<file path="config.mk">
export PLATFORM = sky130hd
export DESIGN_NAME = bump_arena_allocator_with_marks_unit
export DESIGN_NICKNAME = d
export VERILOG_FILES = /design/src/baa_pkg.sv /design/src/baa_cfg.sv /design/src/baa_ctrl.sv /design/src/baa_dpath.sv /design/src/bump_arena_allocator_with_marks_unit.sv
export SDC_FILE = /design/constraint.sdc
export NUM_CORES = 2
export LEC_CHECK = 0
export BUFFER_PORTS_ARGS = -buffer_cell sky130_fd_sc_hd__buf_4
export CAP_MARGIN = 20
export CORE_MARGIN = 2
export CORE_UTILIZATION = 45
export DETAILED_ROUTE_END_ITERATION = 16
export GPL_ROUTABILITY_DRIVEN = 0
export PLACE_DENSITY = 0.64
export SLEW_MARGIN = 20
export SYNTH_ARGS = -nofsm -noshare
export SYNTH_HDL_FRONTEND = slang
export SYNTH_SLANG_ARGS = --single-unit
</file>
<file path="constraint.sdc">
create_clock -name clk -period 8.6 [get_ports clk]
set_input_delay 0.43 -clock clk [delete_from_list [all_inputs] [get_ports clk]]
set_output_delay 0.43 -clock clk [all_outputs]
set_load 0.02 [all_outputs]
</file>
<file path="src/baa_pkg.sv">
`default_nettype none
// ----------------------------------------------------------------------------
// baa_pkg
// types, constants and codes shared by the bump arena allocator modules
// ----------------------------------------------------------------------------
package baa_pkg;

  localparam int MARK_DEPTH  = 64;
  localparam int ALIGN_BYTES = 8;

  localparam int DEPTH_W   = $clog2(MARK_DEPTH + 1);
  localparam int MIDX_W    = (MARK_DEPTH > 1) ? $clog2(MARK_DEPTH) : 1;
  localparam int OVF_W     = 16;
  localparam int ADDR_W    = 3;

  localparam logic [OVF_W-1:0]   OVF_MAX     = {OVF_W{1'b1}};
  localparam logic [DEPTH_W-1:0] DEPTH_FULL  = DEPTH_W'(MARK_DEPTH);
  localparam logic [32:0]        ALIGN_ADD   = 33'(ALIGN_BYTES - 1);
  localparam logic [32:0]        ALIGN_MASK  = ~(33'(ALIGN_BYTES - 1));

  typedef enum logic [1:0] {
    CMD_ALLOC = 2'd0,
    CMD_PUSH  = 2'd1,
    CMD_POP   = 2'd2,
    CMD_CLEAR = 2'd3
  } cmd_t;

  typedef enum logic [1:0] {
    ST_OK    = 2'd0,
    ST_OOM   = 2'd1,
    ST_OVF   = 2'd2,
    ST_UNDER = 2'd3
  } status_t;

  typedef enum logic {
    REG_CAPACITY = 1'b0,
    REG_BASE     = 1'b1
  } reg_idx_t;

  typedef struct packed {
    logic [1:0]  command;
    logic [31:0] request_size;
  } in_item_t;

  typedef struct packed {
    logic [1:0]  status;
    logic [31:0] alloc_address;
    logic [31:0] used_bytes;
    logic [6:0]  mark_count;
  } out_item_t;

  typedef struct packed {
    logic load;
    logic apply;
    logic rd;
    logic restore;
  } ctrl_cmd_t;

  typedef struct packed {
    logic needs_read;
  } dp_stat_t;

endpackage : baa_pkg
`default_nettype wire

</file>
<file path="src/baa_cfg.sv">
`default_nettype none
// ----------------------------------------------------------------------------
// baa_cfg
// apb register file holding arena capacity and base address
// ----------------------------------------------------------------------------
module baa_cfg
  import baa_pkg::*;
(
  input  wire logic              clk,
  input  wire logic              rst_n,
  input  wire logic              psel,
  input  wire logic              penable,
  input  wire logic              pwrite,
  input  wire logic [ADDR_W-1:0] paddr,
  input  wire logic [31:0]       pwdata,
  output logic      [31:0]       prdata,
  output logic                   pready,
  output logic      [31:0]       capacity,
  output logic      [31:0]       base
);

  logic [31:0] capacity_r;
  logic [31:0] base_r;
  logic        wr_en;
  reg_idx_t    idx;

  assign idx    = reg_idx_t'(paddr[2]);
  assign wr_en  = psel && penable && pwrite;
  assign pready = 1'b1;

  always_ff @(posedge clk) begin
    if (!rst_n) begin
      capacity_r <= '0;
      base_r     <= '0;
    end else if (wr_en) begin
      case (idx)
        REG_CAPACITY: capacity_r <= pwdata;
        REG_BASE:     base_r     <= pwdata;
        default:      ;
      endcase
    end
  end

  always_comb begin
    case (idx)
      REG_CAPACITY: prdata = capacity_r;
      REG_BASE:     prdata = base_r;
      default:      prdata = '0;
    endcase
  end

  assign capacity = capacity_r;
  assign base     = base_r;

endmodule : baa_cfg
`default_nettype wire

</file>
<file path="src/baa_ctrl.sv">
`default_nettype none
// ----------------------------------------------------------------------------
// baa_ctrl
// command sequencer: accept, execute, optional restore from mark memory
// ----------------------------------------------------------------------------
module baa_ctrl
  import baa_pkg::*;
(
  input  wire logic      clk,
  input  wire logic      rst_n,
  input  wire logic      start,
  output logic           busy,
  input  wire dp_stat_t  stat,
  output ctrl_cmd_t      cmd
);

  typedef enum logic [1:0] {
    S_IDLE,
    S_EXEC,
    S_RESTORE
  } state_t;

  state_t state_r;
  state_t state_nxt;

  always_comb begin
    state_nxt   = state_r;
    cmd         = '0;
    case (state_r)
      S_IDLE: begin
        if (start) begin
          cmd.load  = 1'b1;
          state_nxt = S_EXEC;
        end
      end
      S_EXEC: begin
        if (stat.needs_read) begin
          cmd.rd    = 1'b1;
          state_nxt = S_RESTORE;
        end else begin
          cmd.apply = 1'b1;
          state_nxt = S_IDLE;
        end
      end
      S_RESTORE: begin
        cmd.restore = 1'b1;
        state_nxt   = S_IDLE;
      end
      default: state_nxt = S_IDLE;
    endcase
  end

  always_ff @(posedge clk) begin
    if (!rst_n) begin
      state_r <= S_IDLE;
    end else begin
      state_r <= state_nxt;
    end
  end

  assign busy = (state_r != S_IDLE);

endmodule : baa_ctrl
`default_nettype wire

</file>
<file path="src/baa_dpath.sv">
`default_nettype none
// ----------------------------------------------------------------------------
// baa_dpath
// arena datapath: bump pointer, mark memory, overflow count, result register
// ----------------------------------------------------------------------------
module baa_dpath
  import baa_pkg::*;
(
  input  wire logic        clk,
  input  wire logic        rst_n,
  input  wire ctrl_cmd_t   cmd,
  output dp_stat_t         stat,
  input  wire in_item_t    in_payload,
  input  wire logic [31:0] capacity,
  input  wire logic [31:0] base,
  output logic             out_valid,
  output out_item_t        out_payload
);

  logic [31:0] mem [MARK_DEPTH];

  cmd_t             cmd_r;
  logic [32:0]      rounded_r;
  logic [31:0]      used_r, used_nxt;
  logic [OVF_W-1:0] ovf_r, ovf_nxt;
  logic [DEPTH_W-1:0] depth_r, depth_nxt;
  logic [31:0]      rd_data_r;
  logic             out_valid_r;
  out_item_t        out_r, out_nxt;

  logic [33:0]      fit_sum;
  logic             fits;
  logic             mem_we;
  logic [MIDX_W-1:0] wr_idx;
  logic [MIDX_W-1:0] rd_idx;
  logic [DEPTH_W-1:0] depth_dec;
  status_t          st;
  logic [31:0]      addr;

  assign fit_sum   = {1'b0, used_r} + {1'b0, rounded_r};
  assign fits      = (fit_sum <= {2'b00, capacity});
  assign depth_dec = depth_r - DEPTH_W'(1);
  assign wr_idx    = MIDX_W'(depth_r);
  assign rd_idx    = MIDX_W'(depth_dec);

  assign stat.needs_read = (cmd_r == CMD_POP) && (ovf_r == '0) && (depth_r != '0);

  always_comb begin
    used_nxt  = used_r;
    ovf_nxt   = ovf_r;
    depth_nxt = depth_r;
    mem_we    = 1'b0;
    st        = ST_OK;
    addr      = '0;
    if (cmd.apply) begin
      case (cmd_r)
        CMD_ALLOC: begin
          if (fits) begin
            addr     = base + used_r;
            used_nxt = fit_sum[31:0];
          end else begin
            st = ST_OOM;
          end
        end
        CMD_PUSH: begin
          if (depth_r < DEPTH_FULL) begin
            mem_we    = 1'b1;
            depth_nxt = depth_r + DEPTH_W'(1);
          end else begin
            if (ovf_r != OVF_MAX) ovf_nxt = ovf_r + OVF_W'(1);
            st = ST_OVF;
          end
        end
        CMD_POP: begin
          if (ovf_r != '0) begin
            ovf_nxt = ovf_r - OVF_W'(1);
          end else begin
            st = ST_UNDER;
          end
        end
        CMD_CLEAR: begin
          used_nxt  = '0;
          depth_nxt = '0;
          ovf_nxt   = '0;
        end
        default: ;
      endcase
    end else if (cmd.restore) begin
      used_nxt  = rd_data_r;
      depth_nxt = depth_dec;
    end
    out_nxt.status        = st;
    out_nxt.alloc_address = addr;
    out_nxt.used_bytes    = used_nxt;
    out_nxt.mark_count    = 7'(depth_nxt);
  end

  always_ff @(posedge clk) begin
    if (mem_we) mem[wr_idx] <= used_r;
    if (cmd.rd) rd_data_r <= mem[rd_idx];
  end

  always_ff @(posedge clk) begin
    if (cmd.load) begin
      cmd_r     <= cmd_t'(in_payload.command);
      rounded_r <= ({1'b0, in_payload.request_size} + ALIGN_ADD) & ALIGN_MASK;
    end
    if (cmd.apply || cmd.restore) out_r <= out_nxt;
  end

  always_ff @(posedge clk) begin
    if (!rst_n) begin
      used_r      <= '0;
      ovf_r       <= '0;
      depth_r     <= '0;
      out_valid_r <= 1'b0;
    end else begin
      used_r      <= used_nxt;
      ovf_r       <= ovf_nxt;
      depth_r     <= depth_nxt;
      out_valid_r <= cmd.apply || cmd.restore;
    end
  end

  assign out_valid   = out_valid_r;
  assign out_payload = out_r;

endmodule : baa_dpath
`default_nettype wire

</file>
<file path="src/bump_arena_allocator_with_marks_unit.sv">
`default_nettype none
// ----------------------------------------------------------------------------
// bump_arena_allocator_with_marks_unit
// bump-pointer arena allocator with a stack of saved marks
// ----------------------------------------------------------------------------
// A command is taken when start is high and busy is low, and gives exactly one
// result, shown on out_payload for one cycle with out_valid high; the receiver
// cannot stall it. Alloc, push, clear and a pop that drains the overflow count
// or underflows pass through the accept step, which latches and rounds the
// request, and the execute step, which does the add, compare and stack write,
// before the next possible accept; the result appears in the cycle after the
// execute step. A pop that restores a mark adds a step for the registered read
// of the mark memory. ALIGN_BYTES is a power of two. Capacity and base are
// written over the apb port at byte addresses 0 and 4; the user must write
// them only while idle, as the block itself does not enforce it.
module bump_arena_allocator_with_marks_unit
  import baa_pkg::*;
(
  input  wire logic              clk,
  input  wire logic              rst_n,
  input  wire logic              start,
  output logic                   busy,
  input  wire in_item_t          in_payload,
  output logic                   out_valid,
  output out_item_t              out_payload,
  input  wire logic              psel,
  input  wire logic              penable,
  input  wire logic              pwrite,
  input  wire logic [ADDR_W-1:0] paddr,
  input  wire logic [31:0]       pwdata,
  output logic      [31:0]       prdata,
  output logic                   pready
);

  logic [31:0] capacity;
  logic [31:0] base;
  ctrl_cmd_t   cmd;
  dp_stat_t    stat;

  baa_cfg u_cfg (
    .clk      (clk),
    .rst_n    (rst_n),
    .psel     (psel),
    .penable  (penable),
    .pwrite   (pwrite),
    .paddr    (paddr),
    .pwdata   (pwdata),
    .prdata   (prdata),
    .pready   (pready),
    .capacity (capacity),
    .base     (base)
  );

  baa_ctrl u_ctrl (
    .clk   (clk),
    .rst_n (rst_n),
    .start (start),
    .busy  (busy),
    .stat  (stat),
    .cmd   (cmd)
  );

  baa_dpath u_dpath (
    .clk         (clk),
    .rst_n       (rst_n),
    .cmd         (cmd),
    .stat        (stat),
    .in_payload  (in_payload),
    .capacity    (capacity),
    .base        (base),
    .out_valid   (out_valid),
    .out_payload (out_payload)
  );

endmodule : bump_arena_allocator_with_marks_unit
`default_nettype wire

</file>
Word level (Yosys, flattened, before mapping)
Memories as Yosys holds them, arrays and structs flattened. A register that Yosys moved wholly into a read port is not among the register bits.
Cells that the tools add are included.
Widths: inputs -> output; s select.
- register bits after elaboration: 227
- latch bits: 0
- RAM bits: 2048
- bits in read-only memories: 0
- word-level logic and storage cells: 81
- memories kept: 1
- memory list (name ; depth ; bits a word ; read ports ; clocked after Yosys merged registers in ; wr ports ; RTL line ; RTL):
    u_dpath.mem ; 64 ; 32 ; 1 ; 1 ; 1 ; baa_dpath.sv:20 ; logic [31:0] mem [MARK_DEPTH];
- add/subtract/negate cells: 7
- $mul: 0
- div/mod/pow operators: 0
- order comparisons: 2
- equal/unequal tests: 10
- shift operators: 0
- multiplexer cells: 31
- bitwise gates (word level): 1
- reduce and logical (&&, ||, !) cells: 16
- operators by type and width (kind ; number):
    $pmux 32 s2 ; 2
    $mux 32 ; 3
    $mux 16 ; 3
    $pmux 16 s3 ; 1
    $add 32x33->34 ; 1
    $le 34x32->1 ; 1
    $add 32x3->33 const B ; 1
    $add 32x32->32 ; 1
    $mux 7 ; 3
    $add 16x1->16 const B ; 1
    $logic_not 16->1 ; 1
    $ne 16x16->1 const B ; 1
    $reduce_bool 16->1 ; 1
    $sub 16x1->16 const B ; 1
    $pmux 7 s2 ; 1
    $mux 1 ; 11
    $mux 2 ; 5
    $add 7x1->7 const B ; 1
    $lt 7x7->1 const B ; 1
    $reduce_bool 7->1 ; 1
    $sub 7x1->7 const B ; 1
    $eq 2x2->1 const B ; 3
    $ne 2x2->1 const B ; 3
    $pmux 2 s3 ; 1
    12 further kinds ; 18

Longest topological paths before layout
- word-level depth: 8
- depth in mapped cells: 24
- gate-level depth less buffers: 23

By module
From an unflattened synthesis, not the netlist that was laid out.
- cell total of the unflattened synthesis: 5074
- area, all modules: 94244.1 µm²
- by module, submodules not included (module ; times used ; cells each ; area an instance (µm²)):
    baa_dpath ; 1 ; 4783 ; 91330.1
    baa_cfg ; 1 ; 282 ; 2810.2
    baa_ctrl ; 1 ; 9 ; 103.8

Worst setup path after synthesis
Ideal clock, no wire load.
- path kind: reg-to-reg
- from: reg u_dpath.used_r[3]
- to: reg u_dpath.out_r (netlist bit u_dpath.out_payload[30]) (data pin)
- library setup time: 0.256 ns
- data arrival time: 5.704 ns
- required time: 8.344 ns
- path slack: 2.640 ns
- stages on the path, launching flop included: 25
- buffers on the path: 1
- path through: dfxtp_1 -> ha_1 -> inv_1 -> fa_1 -> nor2b_4 -> o31ai_2 -> a21oi_1 -> a41o_1 -> a311oi_4 -> o21ai_0 -> nand2_1 -> xnor2_1 -> ha_1 -> a21o_1 -> a21o_1 -> a21o_1 -> a21o_1 -> a21oi_1 -> o41ai_1 -> a21oi_1 -> o21ai_2 -> buf_6 -> or4_1 -> a32o_1 -> a41o_1
- cells in the longest elaborated chain, start to end: 5
- ends and longest elaborated chain (item ; RTL line ; RTL):
    start, declared ; baa_dpath.sv:24 ; logic [31:0] used_r, used_nxt;
    start signal, assigned ; baa_dpath.sv:118 ; used_r <= used_nxt;
    $add 32x33->34 (*) ; baa_dpath.sv:40 ; assign fit_sum = {1'b0, used_r} + {1'b0, rounded_r};
    $le 34x32->1 ; baa_dpath.sv:41 ; assign fits = (fit_sum <= {2'b00, capacity});
    $mux 32 (*) ; baa_dpath.sv:58 ; if (fits) begin
    $pmux 32 s2 (*) ; baa_dpath.sv:56 ; case (cmd_r)
    $mux 32 (*) ; baa_dpath.sv:55 ; if (cmd.apply) begin
    net u_dpath.used_nxt[23] ; baa_dpath.sv:24 ;
    end signal, assigned ; baa_dpath.sv:108 ; if (cmd.apply || cmd.restore) out_r <= out_nxt;
    end, declared ; baa_dpath.sv:29 ; out_item_t out_r, out_nxt;
The timed path passes the listed nets; every way through them passes the cells marked *.
A chain may end at the register's enable or synchronous reset.

Worst setup path after layout
- from: reg u_dpath.used_r[4]
- to: reg u_dpath.out_r (netlist bit u_dpath.out_payload[10]) (data pin)
- cells in the longest elaborated chain, start to end: 5
- ends and longest elaborated chain (item ; RTL line):
    $add 32x33->34 ; baa_dpath.sv:40
    $le 34x32->1 ; baa_dpath.sv:41
    $mux 32 ; baa_dpath.sv:58
    $pmux 32 s2 ; baa_dpath.sv:56
    $mux 32 ; baa_dpath.sv:55
    net u_dpath.used_nxt[3] ; baa_dpath.sv:24
The timed path passes the listed nets, and every way through them passes these cells.

==> reports/results.txt <==
Status - complete, no violations
Clock Sinks - 2307
Post-synth top area share - 70.8%
Total GRT Usage - 22.5%
Avg Cell Area, Syn - 20.2 sq um
Die height - 458 um
I/O pin cnt - 183
Endpoints failing hold - 0
Seq cells post-synth - 2307
Most frequent cells in the layout - edfxtp_1 (2185), mux4_2 (672), buf_4 (302), nand2_1 (245), clkbuf_16 (227)
Synth-to-Final Area Change - 14.3%
Worst-path clk slew - 0.06 ns
Post-Synth Simple-Gate Area - 3.19%
Compound-Gate Fraction of Synth Area - 3.33%
Die Span X - 458 um
Commonest non-fill, non-tap cell in the layout - edfxtp_1
Vias in the first global route - 47.3k
R2R Path End - u_dpath.out_payload[10]
Nets - 5162
CP Class - flop to flop
Slew Limit Fails - 0
Sequential cell area - 0.0681 sq mm
Reg2Reg Depth - 23
Max-cap check violation count - 0
Synth Warn # - 0
Ys flop type - edfxtp_1
Multi-input gate area - 0.0241 sq mm
Synth Area in Adders - 1.59%
Final wirelength - 237 mm
Placed Cells - 7370
Max transition margin - 24.2%
Largest family of logic cells by synthesized area - multiplexers
Post-synth top area cell - edfxtp_1
Peak Freq - 153 MHz
Peak supply drop - 0.000232 V
Post-synthesis sequential area ratio - 73.4%
Root Buffer - clkbuf_16
CP startpoint kind - flop
Deepest clock path buffer count - 3
H-Tree Depth - 4
Share of layout cells above drive strength 1 - 27.7%
Critical hold path startpoint - in_payload[3]
Antenna-violating nets left - 0
Final Critical Period - 6.53 ns
Worst skew pair latency - 0.86 ns
Final Non-Filler Cells - 7847
Setup repair after global routing missed its margin - false
Final Core Density - 51.7%
FFs w/ async S/R, synth - 0%
Hpwl dp - 137 mm
Setup tns final - 0 ns
Worst setup EP type - flop
FF-to-FF setup slack - 2.07 ns
Final setup viols - 0
Pwr per Cell Area - 215 mW/mm^2
Crit path DAT - 7.12 ns
Routed wire length per instance - 30.3 um
CP Max Fanout - 66
Worst r2r src - u_dpath.used_r[4]
Die area - 0.210 sq mm
Total design power - 22.7 mW
Total grt overflow - 0
Initial Util - 45.3%
Post-synth EDFFs - 2185
Mapped Area - 0.0927 sq mm
Static Leakage - 34.1 nW
Initial DRC Count - 5290
HP Class - input port to flop
IO Port Bufs - 179
Num CTS Buffers - 223
Distinct cell type count after synthesis - 85
Std cell rows - 166
# DRC - 0
WP data required - 9.19 ns
PostCTS Resize Cnt - 0
Synth Area in XOR/XNOR - 0.897%
Portion of netlist area occupied by mux cells - 16.4%
Initial antenna violation count - 9
Clock skew - 0.0367 ns
Final worst path period share - 76.0%
First-pass GRT wire length - 340 mm
Via Count - 47.5k
Vias per cell - 6.06
Post-Syn Nets - 4786
Hold EP - u_dpath.rounded_r[3]
Post-CTS Setup Bufs - 0
Drt pass-1 iters - 5
Fillers - 15.8k
Core box area - 0.205 sq mm
Worst-margin pin slew - 1.13 ns
Hold Path Cell Cnt - 2
Largest net degree at the start of global routing - 126
Worst Hold Slack - 0.0535 ns
Gate Count Post-Synth - 4595
CTS tree - yes
Hold Buf Count CTS - 64
Leading post-synthesis cells by cell area - edfxtp_1 (71%), mux4_2 (16%), dfxtp_1 (2.6%), ha_1 (1.5%), nand2_1 (0.99%)
sequential cells by signal (all words and copies together) (netlist names):
| register | count |
|---|---|
| u_dpath.mem | 2048 |
| u_dpath.out_payload | 73 |
| u_cfg.base | 32 |
| u_cfg.capacity | 32 |
| u_dpath.rd_data_r | 32 |
| u_dpath.used_r | 32 |
| u_dpath.rounded_r | 30 |
| u_dpath.ovf_r | 16 |
| u_dpath.depth_r | 7 |
| u_ctrl.state_r | 2 |
| u_dpath.cmd_r | 2 |
| u_dpath.out_valid | 1 |
Yosys cell counts (all sizes together), types with 7 or more instances:
library cell	number
or2	8
nand4	22
nor4	7
a22o	10
nor2	196
o21bai	7
o31ai	18
and2	22
a31oi	18
a32o	10
xnor2	61
a41o	11
a311o	8
nor3	31
o21ai	78
buf	62
nand3	42
xor2	34
and4	7
o21a	17
ha	113
a21o	51
mux4	672
nor2b	19
nand2b	20
a22oi	13
inv	71
nand2	246
edfxtp	2185
and3	14
a211oi	14
dfxtp	122
clkbuf	162
a21oi	136
report_power, final:
part	switching, mW	internal [mW]
registers	0.0384	12.2
clock network	4.16	5.28
logic	0.633	0.443
total	4.83	17.9
logic make-up after synthesis:
group	Yosys count
DFF	2307
xor gates and xnor gates	95
adders and majority gates	116
and+or+nand+nor	652
AOI/OAI and AO/OA	454
other	1
buffers and inverters	295
muxes	675
layer usage:
layer	vias up	GRT usage (%)	share of wire, %
met5	-	0	0.0055
met1	25551	31.0	41
met3	319	3.05	6.5
met2	1904	38.0	50
li1	19771	-	-
met4	2	5.72	2.3
final cells by class:
class / count / area share [%]
diodes: 4 / 0.00945
clock buffers: 275 / 5.54
inverters: 71 / 0.255
multi-input cells: 1993 / 22.8
repair buffers: 375 / 2.92
clock inverters: 134 / 1.05
flip-flops and latches: 2307 / 64.3
well taps: 2688 / 3.18
per-stage QoR:
stage               setup slack [ns]  area, sq um
global placement                2.23        98300
finish                          2.07       106000
CTS                             2.09       106000
floorplan                       2.64        92700
detailed placement              2.14        98300
global route                    1.74       106000
worst max-delay path: stages, from the launching register on:
cell	delay [ns]
dfxtp_2	0.32
buf_4	0.56
ha_1	0.25
a21oi_1	0.09
o21a_1	0.24
a311oi_2	0.42
nor2_1	0.10
o31a_1	0.36
o21ai_1	0.26
nand2_1	0.08
o21ai_0	0.19
xnor2_1	0.23
ha_1	0.26
a21o_1	0.15
a21o_1	0.18
a21o_1	0.18
a21o_1	0.18
a21oi_1	0.23
o41ai_1	0.12
a21oi_1	0.31
o21a_1	0.25
nand2_1	0.51
o311ai_0	0.64
nand3_1	0.13
how the worst max path moves through the flow:
stage / to / startpoint / slack [ns]
3_5_place_dp: u_dpath.out_payload[38] / u_dpath.rounded_r[3] / 2.14
5_1_grt: u_dpath.out_payload[10] / u_dpath.used_r[4] / 1.74
3_3_place_gp: u_dpath.out_payload[38] / u_dpath.rounded_r[3] / 2.23
6_report: u_dpath.out_payload[10] / u_dpath.used_r[4] / 2.07
2_1_floorplan: u_dpath.out_payload[30] / u_dpath.used_r[3] / 2.64
4_1_cts: u_dpath.out_payload[38] / u_dpath.rounded_r[3] / 2.09
Power figures use the tool's default switching activity.
